$ cat config.mk
export PLATFORM = sky130hd
export DESIGN_NAME = sprite_frame_animator_uv
export DESIGN_NICKNAME = d
export VERILOG_FILES = /design/src/hw/rtl/sfa_pkg.sv /design/src/hw/rtl/sprite_frame_animator_uv.sv
export SDC_FILE = /design/constraint.sdc
export NUM_CORES = 2
export LEC_CHECK = 0
export BUFFER_PORTS_ARGS = -buffer_cell sky130_fd_sc_hd__clkbuf_2
export CAP_MARGIN = 0
export CORE_MARGIN = 5
export CORE_UTILIZATION = 60
export DETAILED_ROUTE_END_ITERATION = 8
export PLACE_DENSITY = 0.78
export SLEW_MARGIN = 40
export SYNTH_ARGS = -nofsm -noshare
export SYNTH_HDL_FRONTEND = slang
export SYNTH_SLANG_ARGS = --single-unit
$ cat constraint.sdc
create_clock -name clk_i -period 14.6 [get_ports clk_i]
set_clock_uncertainty 0.05 [all_clocks]
set_input_delay 2.92 -clock clk_i [delete_from_list [all_inputs] [get_ports clk_i]]
set_output_delay 2.92 -clock clk_i [all_outputs]
set_load 0.1 [all_outputs]
$ cat src/hw/rtl/sfa_pkg.sv
`timescale 1ns / 1ps

package sfa_pkg;

  localparam int PixelBits  = 13;
  localparam int UvFracBits = 16;
  localparam int UvBits     = UvFracBits + 1;
  localparam int CfgIdxBits = 3;
  localparam int TimeBits   = 32;
  localparam int TimerBits  = 33;
  localparam int LenBits    = 9;

  localparam logic [CfgIdxBits-1:0] REG_MARGIN_X     = 3'd0;
  localparam logic [CfgIdxBits-1:0] REG_MARGIN_Y     = 3'd1;
  localparam logic [CfgIdxBits-1:0] REG_CELL_WIDTH   = 3'd2;
  localparam logic [CfgIdxBits-1:0] REG_CELL_HEIGHT  = 3'd3;
  localparam logic [CfgIdxBits-1:0] REG_GAP_X        = 3'd4;
  localparam logic [CfgIdxBits-1:0] REG_GAP_Y        = 3'd5;
  localparam logic [CfgIdxBits-1:0] REG_SHEET_WIDTH  = 3'd6;
  localparam logic [CfgIdxBits-1:0] REG_SHEET_HEIGHT = 3'd7;

  localparam logic [1:0] MODE_TICK = 2'd0;
  localparam logic [1:0] MODE_PLAY = 2'd1;
  localparam logic [1:0] MODE_STOP = 2'd2;

  typedef struct packed {
    logic [1:0]          mode;
    logic [TimeBits-1:0] elapsed;
    logic [7:0]          clip_id;
    logic                restart_same;
    logic [7:0]          first_column;
    logic [7:0]          sheet_row;
    logic [LenBits-1:0]  clip_length;
    logic [TimeBits-1:0] hold_time;
    logic                looping;
  } in_t;

  typedef struct packed {
    logic              uv_valid;
    logic [UvBits-1:0] u_origin;
    logic [UvBits-1:0] v_origin;
    logic [UvBits-1:0] u_size;
    logic [UvBits-1:0] v_size;
    logic [7:0]        frame_number;
    logic              is_playing;
  } out_t;

  // frame count of a clip: zero counts as one, above 256 as 256
  function automatic logic [LenBits-1:0] clip_count(logic [LenBits-1:0] frames);
    logic [LenBits-1:0] c;
    c = frames;
    if (frames == '0) begin
      c = LenBits'(1);
    end else if (frames > LenBits'(256)) begin
      c = LenBits'(256);
    end
    return c;
  endfunction

endpackage

$ cat src/hw/rtl/sprite_frame_animator_uv.sv
// From acceptance, a result with a valid window passes S_WIN, S_WX and S_WY, four ratios
// (each a start step and a divide, or the start alone when saturated) and S_OUT; with no
// window S_WIN goes to S_OUT. A tick running the timer divide first passes S_DIV, S_TADV,
// and S_TMUL and S_TSUB if it clamps. One transaction at a time, accepted only once the
// last result is registered; set by the shared restoring divider and output back-pressure.
// Reset (rst_ni low, asynchronous): no clip, stopped, control registers zero, no result.
`timescale 1ns / 1ps

module sprite_frame_animator_uv import sfa_pkg::*; (
  input  logic                  clk_i,
  input  logic                  rst_ni,
  input  logic                  cfg_we_i,
  input  logic [CfgIdxBits-1:0] cfg_idx_i,
  input  logic [PixelBits-1:0]  cfg_data_i,
  input  logic                  in_valid_i,
  output logic                  in_stall_o,
  input  in_t                   in_data_i,
  output logic                  out_valid_o,
  input  logic                  out_stall_i,
  output out_t                  out_data_o
);

  localparam int NumBits  = 24;
  localparam int ProdBits = LenBits + TimeBits;

  localparam logic [1:0] SEL_U0 = 2'd0;
  localparam logic [1:0] SEL_V0 = 2'd1;
  localparam logic [1:0] SEL_US = 2'd2;
  localparam logic [1:0] SEL_VS = 2'd3;

  typedef enum logic [3:0] {
    S_IDLE, S_DIV, S_TADV, S_TMUL, S_TSUB,
    S_WIN, S_WX, S_WY, S_RSTART, S_RDIV, S_OUT
  } state_e;

  state_e state_q, state_d;
  logic [5:0] cnt_q, cnt_d;
  logic [1:0] sel_q, sel_d;

  logic [PixelBits-1:0] margin_x_q, margin_x_d, margin_y_q, margin_y_d;
  logic [PixelBits-1:0] cell_w_q, cell_w_d, cell_h_q, cell_h_d;
  logic [PixelBits-1:0] gap_x_q, gap_x_d, gap_y_q, gap_y_d;
  logic [PixelBits-1:0] sheet_w_q, sheet_w_d, sheet_h_q, sheet_h_d;

  logic                 loaded_q, loaded_d;
  logic [7:0]           cur_clip_q, cur_clip_d;
  logic [7:0]           first_col_q, first_col_d;
  logic [7:0]           row_q, row_d;
  logic [LenBits-1:0]   frames_q, frames_d;
  logic [TimeBits-1:0]  hold_q, hold_d;
  logic                 loops_q, loops_d;
  logic [7:0]           index_q, index_d;
  logic [TimerBits-1:0] timer_q, timer_d;
  logic                 running_q, running_d;

  logic [TimerBits-1:0] t_q, t_d;
  logic [TimeBits-1:0]  rem_q, rem_d;
  logic [TimerBits-1:0] dvd_q, dvd_d;
  logic [7:0]           qmod_q, qmod_d;
  logic [LenBits-1:0]   mul_a_q, mul_a_d;
  logic [TimeBits-1:0]  mul_b_q, mul_b_d;
  logic [ProdBits-1:0]  prod_q, prod_d;
  logic [NumBits-1:0]   x_q, x_d;
  logic [UvBits-1:0]    res_q [4];
  logic [UvBits-1:0]    res_d [4];

  logic out_valid_q, out_valid_d;
  out_t out_q, out_d;

  // shared divider step
  logic [TimeBits-1:0]  div_den;
  logic [TimerBits-1:0] rem_sh, rem_sub;
  logic                 div_ge;
  logic [TimeBits-1:0]  rem_nx;
  logic [TimerBits-1:0] dvd_nx;
  logic [LenBits-1:0]   m2;
  logic [7:0]           qmod_nx;

  logic [LenBits-1:0]   count;
  logic [PixelBits-1:0] rat_den;
  logic [NumBits-1:0]   rat_num, bottom;
  logic [PixelBits-1:0] fy;
  logic                 rat_sat;
  logic [TimerBits:0]   tsum;
  logic [TimerBits-1:0] t_sat;
  logic [LenBits-1:0]   left, sum9;
  logic                 win_ok;

  assign count   = clip_count(frames_q);
  assign rat_den = sel_q[0] ? sheet_h_q : sheet_w_q;
  assign div_den = (state_q == S_DIV) ? hold_q : TimeBits'(rat_den);

  assign rem_sh  = {rem_q, dvd_q[TimerBits-1]};
  assign div_ge  = rem_sh >= {1'b0, div_den};
  assign rem_sub = rem_sh - {1'b0, div_den};
  assign rem_nx  = div_ge ? rem_sub[TimeBits-1:0] : rem_sh[TimeBits-1:0];
  assign dvd_nx  = {dvd_q[TimerBits-2:0], div_ge};
  assign m2      = {qmod_q, div_ge};
  assign qmod_nx = (m2 >= count) ? 8'(m2 - count) : m2[7:0];

  assign bottom = NumBits'(margin_y_q) + prod_q[NumBits-1:0] + NumBits'(cell_h_q);
  assign fy     = (NumBits'(sheet_h_q) > bottom) ? (sheet_h_q - bottom[PixelBits-1:0]) : '0;

  always_comb begin
    case (sel_q)
      SEL_U0:  rat_num = x_q;
      SEL_V0:  rat_num = NumBits'(fy);
      SEL_US:  rat_num = NumBits'(cell_w_q);
      default: rat_num = NumBits'(cell_h_q);
    endcase
  end

  assign rat_sat = rat_num >= NumBits'({rat_den, 1'b0});
  assign tsum    = {1'b0, timer_q} + (TimerBits + 1)'(in_data_i.elapsed);
  assign t_sat   = tsum[TimerBits] ? '1 : tsum[TimerBits-1:0];
  assign left    = count - LenBits'(index_q);
  assign sum9    = LenBits'(index_q) + LenBits'(qmod_q);
  assign win_ok  = loaded_q && (sheet_w_q != '0) && (sheet_h_q != '0);
  assign prod_d  = ProdBits'(mul_a_q) * ProdBits'(mul_b_q);

  assign in_stall_o  = state_q != S_IDLE;
  assign out_valid_o = out_valid_q;
  assign out_data_o  = out_q;

  always_comb begin
    state_d     = state_q;
    cnt_d       = cnt_q;
    sel_d       = sel_q;
    margin_x_d  = margin_x_q;
    margin_y_d  = margin_y_q;
    cell_w_d    = cell_w_q;
    cell_h_d    = cell_h_q;
    gap_x_d     = gap_x_q;
    gap_y_d     = gap_y_q;
    sheet_w_d   = sheet_w_q;
    sheet_h_d   = sheet_h_q;
    loaded_d    = loaded_q;
    cur_clip_d  = cur_clip_q;
    first_col_d = first_col_q;
    row_d       = row_q;
    frames_d    = frames_q;
    hold_d      = hold_q;
    loops_d     = loops_q;
    index_d     = index_q;
    timer_d     = timer_q;
    running_d   = running_q;
    t_d         = t_q;
    rem_d       = rem_q;
    dvd_d       = dvd_q;
    qmod_d      = qmod_q;
    mul_a_d     = mul_a_q;
    mul_b_d     = mul_b_q;
    x_d         = x_q;
    res_d       = res_q;
    out_d       = out_q;
    out_valid_d = out_valid_q && out_stall_i;

    if (cfg_we_i) begin
      unique case (cfg_idx_i)
        REG_MARGIN_X:     margin_x_d = cfg_data_i;
        REG_MARGIN_Y:     margin_y_d = cfg_data_i;
        REG_CELL_WIDTH:   cell_w_d   = cfg_data_i;
        REG_CELL_HEIGHT:  cell_h_d   = cfg_data_i;
        REG_GAP_X:        gap_x_d    = cfg_data_i;
        REG_GAP_Y:        gap_y_d    = cfg_data_i;
        REG_SHEET_WIDTH:  sheet_w_d  = cfg_data_i;
        REG_SHEET_HEIGHT: sheet_h_d  = cfg_data_i;
      endcase
    end

    unique case (state_q)
      S_IDLE: begin
        if (in_valid_i) begin
          state_d = S_WIN;
          case (in_data_i.mode)
            MODE_TICK: begin
              if (running_q && loaded_q) begin
                if (hold_q == '0) begin
                  timer_d = t_sat;
                end else begin
                  t_d     = t_sat;
                  rem_d   = '0;
                  dvd_d   = t_sat;
                  qmod_d  = '0;
                  cnt_d   = 6'(TimerBits - 1);
                  state_d = S_DIV;
                end
              end
            end
            MODE_PLAY: begin
              if (!(loaded_q && in_data_i.clip_id == cur_clip_q &&
                    !in_data_i.restart_same)) begin
                loaded_d    = 1'b1;
                cur_clip_d  = in_data_i.clip_id;
                first_col_d = in_data_i.first_column;
                row_d       = in_data_i.sheet_row;
                frames_d    = in_data_i.clip_length;
                hold_d      = in_data_i.hold_time;
                loops_d     = in_data_i.looping;
                index_d     = '0;
                timer_d     = '0;
              end
              running_d = 1'b1;
            end
            MODE_STOP: running_d = 1'b0;
            default: ;
          endcase
        end
      end
      // timer / hold, quotient also reduced modulo the frame count
      S_DIV: begin
        rem_d  = rem_nx;
        dvd_d  = dvd_nx;
        qmod_d = qmod_nx;
        cnt_d  = cnt_q - 6'd1;
        if (cnt_q == '0) begin
          state_d = S_TADV;
        end
      end
      S_TADV: begin
        state_d = S_WIN;
        if (loops_q) begin
          index_d = (sum9 >= count) ? 8'(sum9 - count) : sum9[7:0];
          timer_d = TimerBits'(rem_q);
        end else if (dvd_q >= TimerBits'(left)) begin
          index_d   = 8'(count - LenBits'(1));
          running_d = 1'b0;
          mul_a_d   = left;
          mul_b_d   = hold_q;
          state_d   = S_TMUL;
        end else begin
          index_d = index_q + dvd_q[7:0];
          timer_d = TimerBits'(rem_q);
        end
      end
      S_TMUL: state_d = S_TSUB;
      S_TSUB: begin
        timer_d = t_q - prod_q[TimerBits-1:0];
        state_d = S_WIN;
      end
      S_WIN: begin
        if (win_ok) begin
          mul_a_d = LenBits'(first_col_q) + LenBits'(index_q);
          mul_b_d = TimeBits'({1'b0, cell_w_q} + {1'b0, gap_x_q});
          state_d = S_WX;
        end else begin
          state_d = S_OUT;
        end
      end
      S_WX: begin
        mul_a_d = LenBits'(row_q);
        mul_b_d = TimeBits'({1'b0, cell_h_q} + {1'b0, gap_y_q});
        state_d = S_WY;
      end
      S_WY: begin
        x_d     = NumBits'(margin_x_q) + prod_q[NumBits-1:0];
        sel_d   = SEL_U0;
        state_d = S_RSTART;
      end
      S_RSTART: begin
        if (rat_sat) begin
          res_d[sel_q] = '1;
          sel_d        = sel_q + 2'd1;
          if (sel_q == SEL_VS) begin
            state_d = S_OUT;
          end
        end else begin
          rem_d   = TimeBits'(rat_num[NumBits-1:1]);
          dvd_d   = {rat_num[0], {(TimerBits-1){1'b0}}};
          cnt_d   = 6'(UvBits - 1);
          state_d = S_RDIV;
        end
      end
      S_RDIV: begin
        rem_d = rem_nx;
        dvd_d = dvd_nx;
        cnt_d = cnt_q - 6'd1;
        if (cnt_q == '0) begin
          res_d[sel_q] = dvd_nx[UvBits-1:0];
          sel_d        = sel_q + 2'd1;
          state_d      = (sel_q == SEL_VS) ? S_OUT : S_RSTART;
        end
      end
      S_OUT: begin
        if (!out_valid_q || !out_stall_i) begin
          out_d.uv_valid     = win_ok;
          out_d.u_origin     = win_ok ? res_q[SEL_U0] : '0;
          out_d.v_origin     = win_ok ? res_q[SEL_V0] : '0;
          out_d.u_size       = win_ok ? res_q[SEL_US] : '0;
          out_d.v_size       = win_ok ? res_q[SEL_VS] : '0;
          out_d.frame_number = index_q;
          out_d.is_playing   = running_q;
          out_valid_d        = 1'b1;
          state_d            = S_IDLE;
        end
      end
      default: state_d = S_IDLE;
    endcase
  end

  always_ff @(posedge clk_i or negedge rst_ni) begin
    if (!rst_ni) begin
      state_q     <= S_IDLE;
      cnt_q       <= '0;
      sel_q       <= SEL_U0;
      margin_x_q  <= '0;
      margin_y_q  <= '0;
      cell_w_q    <= '0;
      cell_h_q    <= '0;
      gap_x_q     <= '0;
      gap_y_q     <= '0;
      sheet_w_q   <= '0;
      sheet_h_q   <= '0;
      loaded_q    <= 1'b0;
      cur_clip_q  <= '0;
      first_col_q <= '0;
      row_q       <= '0;
      frames_q    <= '0;
      hold_q      <= '0;
      loops_q     <= 1'b0;
      index_q     <= '0;
      timer_q     <= '0;
      running_q   <= 1'b0;
      out_valid_q <= 1'b0;
    end else begin
      state_q     <= state_d;
      cnt_q       <= cnt_d;
      sel_q       <= sel_d;
      margin_x_q  <= margin_x_d;
      margin_y_q  <= margin_y_d;
      cell_w_q    <= cell_w_d;
      cell_h_q    <= cell_h_d;
      gap_x_q     <= gap_x_d;
      gap_y_q     <= gap_y_d;
      sheet_w_q   <= sheet_w_d;
      sheet_h_q   <= sheet_h_d;
      loaded_q    <= loaded_d;
      cur_clip_q  <= cur_clip_d;
      first_col_q <= first_col_d;
      row_q       <= row_d;
      frames_q    <= frames_d;
      hold_q      <= hold_d;
      loops_q     <= loops_d;
      index_q     <= index_d;
      timer_q     <= timer_d;
      running_q   <= running_d;
      out_valid_q <= out_valid_d;
    end
  end

  always_ff @(posedge clk_i) begin
    t_q     <= t_d;
    rem_q   <= rem_d;
    dvd_q   <= dvd_d;
    qmod_q  <= qmod_d;
    mul_a_q <= mul_a_d;
    mul_b_q <= mul_b_d;
    prod_q  <= prod_d;
    x_q     <= x_d;
    res_q   <= res_d;
    out_q   <= out_d;
  end

endmodule
==> reports/summary.txt <==
==============================================================================
Outcome ......................................................... finished clean
Worst hold start ................................................  timer_q[22]
Per-cell routed wire length .....................................      23.1 µm
Largest net degree at the start of global routing ...............           90
Dominant cell type by area after synthesis ...................... sky130_fd_sc_hd__edfxtp_1
Synthesized netlist net count ...................................         4610
Effective utilization at floorplan ..............................        60.2%
Critical path's most frequent cell .............................. sky130_fd_sc_hd__o21a_1
Leading post-synthesis cells by instance count .................. sky130_fd_sc_hd__nand2_1, sky130_fd_sc_hd__edfxtp_1, sky130_fd_sc_hd__inv_1
Total length of routed wires ....................................    117000 µm
Setup repair bufs after CTS .....................................            0
Placeable Area ..................................................    68200 µm²
Worst-margin pin slew ...........................................     0.836 ns
Reg-to-reg slack, setup .........................................      6.12 ns
Overall routing resource usage ..................................        31.5%
Final standard cell area without fillers ........................    45400 µm²
Die extent in y .................................................       272 µm
Final number of hold-violating endpoints ........................            0
Worst R2R Start .................................................  cell_h_q[7]
Io pins .........................................................          202
Residual DRC ....................................................            0
Critical Path Sink Type .........................................         flop
Syn Std Cell Area ...............................................    41100 µm²
Area delta synth->final .........................................        10.5%
Unrepaired setup endpoints after global routing .................        false
Via count of the first global-routing pass ......................        32000
Number of cells on the worst reg-to-reg path ....................           29
Number of iterations in the first detailed-routing pass .........            8
Fin util ........................................................        66.5%
Startpoint kind of the worst setup timing path ..................         flop
Via-per-instance ratio ..........................................         6.30
Reg-to-Reg End ..................................................    res_q[41]
Fill cell count .................................................         5238
Placed cell areas ...............................................    43200 µm²
Flip-flop and latch count after synthesis .......................          576
Number of routed nets with antenna violations ...................            0
Number of different library cells in the post-synthesis netlist .           84
Longest individual stage delay on the worst path ................      0.73 ns
Number of nets in the final layout ..............................         4762
Endpoint of the worst hold-timing path ..........................  timer_q[22]
Worst path setup slack after routing ............................      6.12 ns
Via total after detailed routing ................................        32000
Total die area ..................................................    73800 µm²
Share of the cycle needed by the critical path after routing ....        58.1%
Clock latency reported for the late side of the worst-skew pair .      0.67 ns
Relative slew slack .............................................        44.3%
Number of cells traversed by the worst hold path ................            2
CTS clock-pin slew for the worst setup and hold paths ...........      0.06 ns
Placer's final routability congestion estimate ..................         1.00
Cell at the root of the clock tree .............................. sky130_fd_sc_hd__clkbuf_16
Final max-slew violation count ..................................            0
Cell class contributing the biggest share of worst-path delay ... compound AO/OA/AOI/OAI gates
Share of layout cells above drive strength 1 ....................        14.1%
Bufs on Longest Clock Path ......................................            3
Worst path arrival time .........................................      8.77 ns
Hold WC Path Type ............................................... flop to flop
Max-Cap Viols ...................................................            0
Ys async rst share ..............................................        39.2%
Worst-path maximum fanout .......................................           17
Clock tree from TritonCTS .......................................          yes
Post-synth top area share .......................................        23.2%
Resized Gates After CTS .........................................            0
Std-Cell Rows ...................................................           96
Synth warn ......................................................            0
Clock H-tree levels .............................................            2
Setup_tns .......................................................         0 ns
Total of buffers placed on input and output ports ...............          201
Worst slack at placement ........................................      6.06 ns
Minimum clock period after layout ...............................      8.48 ns
Top-count cell post-synth ....................................... sky130_fd_sc_hd__nand2_1
Crit path required time .........................................     14.89 ns
DPL Wire Length .................................................     89000 µm
Width of the chip ...............................................       272 µm
Bufs and invs on worst path .....................................            0
Cell types with the largest area share after synthesis .......... sky130_fd_sc_hd__edfxtp_1, sky130_fd_sc_hd__dfrtp_1, sky130_fd_sc_hd__fa_1, sky130_fd_sc_hd__ha_1, sky130_fd_sc_hd__mux2_2
Number of endpoints failing setup at the final stage ............            0
DRC violation total after the first TritonRoute iteration .......         3529
First-pass GRT wire length ......................................    183000 µm
Total clock buffers created by CTS ..............................           61
Initial antenna violation count .................................            5
Sinks on Clock Net ..............................................          576
Gate count of the mapped netlist ................................         3995
Top FF cell, synth .............................................. sky130_fd_sc_hd__edfxtp_1
Cts hold-fix bufs ...............................................            0
Sum of overflow across all layers after global routing ..........            0
Type of the worst setup path .................................... flop to flop
Fraction of the yosys area taken by sequential cells ............        38.5%
Number of synthesized flops with an enable pin ..................          317
F_max ...........................................................      118 MHz
Standard cell with the maximum stage delay on the critical path . sky130_fd_sc_hd__nor3_4
Syn_area_per_cell ...............................................     10.3 µm²
==============================================================================
[worst max path at each step]
stage | to | slack [ns] | startpoint | cells past startpoint
after global placement | res_q[65] | 5.99 | cell_h_q[2] | 26
after floorplan | cnt_q[1] | 3.32 | cell_h_q[1] | 33
final | res_q[41] | 6.12 | cell_h_q[7] | 29
after detailed placement | res_q[65] | 6.06 | cell_h_q[7] | 25
after CTS | res_q[62] | 6.04 | cell_h_q[7] | 25
after global routing | res_q[15] | 5.61 | cell_h_q[7] | 29
[stage by stage]
stage	hold slack (ns)	cells
6_report	0.437	5087
4_1_cts	0.440	5079
3_3_place_gp	0.417	4955
3_5_place_dp	0.426	4963
5_1_grt	0.461	5085
2_1_floorplan	0.397	3995
[layout by cell type, fill, tap and decap left out, drive strengths merged, types with 52 or more instances in the layout]
cell / count
buf: 52
clkbuf: 276
and2: 201
nor3: 57
ha: 280
a21oi: 248
edfxtp: 317
o21ai: 195
nand2: 336
dfrtp: 226
xnor2: 158
nor2: 262
fa: 213
mux2: 173
inv: 305
a21o: 89
xor2: 66
[worst min-delay path: stages (launching register included)]
cell and delay (ns):
sky130_fd_sc_hd__dfrtp_1 0.34, sky130_fd_sc_hd__nand2_1 0.05, sky130_fd_sc_hd__o21ai_0 0.06
[cell type report]
| cell class | instances | area [µm²] | area share [%] |
|---|---|---|---|
| inverter | 302 | 1140 | 2.50 |
| clock inverter | 40 | 499 | 1.10 |
| sequential | 576 | 15800 | 34.9 |
| multi-input combinational | 2954 | 23700 | 52.2 |
| clock buffer | 76 | 1640 | 3.62 |
| timing repair buffer | 252 | 1450 | 3.20 |
| tap | 882 | 1100 | 2.43 |
| antenna | 5 | 12.5 | 0.0276 |
[routing by layer]
metal  wire, µm  share of wire (%)  GRT usage (%)
met5         13              0.011              0
met4       4980                4.2           11.1
met1      47900                 41           42.9
met2      54600                 47           51.2
met3       9890                8.4           5.84
[kinds of logic (layout without fill, tap and decap cells)]
| kind of cell | after synthesis | count (layout) | synth area share, % |
|---|---|---|---|
| compound gates | 894 | 894 | 14.4 |
| xor+xnor | 224 | 224 | 4.78 |
| fa+ha+maj | 493 | 493 | 18.9 |
| buf+inv | 465 | 670 | 4.27 |
| flops | 576 | 576 | 38.5 |
| mux | 207 | 207 | 5.57 |
| other cells | 0 | 5 | 0 |
| simple gates | 1136 | 1136 | 13.6 |
[sequential cells by signal, summed over array words and instances, names as in the netlist, 9 cells and up]
| signal | cells |
|---|---|
| out_data_o | 78 |
| res_q | 68 |
| dvd_q | 33 |
| prod_q | 33 |
| t_q | 33 |
| timer_q | 33 |
| hold_q | 32 |
| mul_b_q | 32 |
| rem_q | 32 |
| x_q | 24 |
| cell_h_q | 13 |
| cell_w_q | 13 |
| gap_x_q | 13 |
| gap_y_q | 13 |
| margin_x_q | 13 |
| margin_y_q | 13 |
| sheet_h_q | 13 |
| sheet_w_q | 13 |
| frames_q | 9 |
| mul_a_q | 9 |
Power is left out: the tool's default activity adds up to more than one toggle a clock period on the data nets, which glitch-free logic cannot reach.
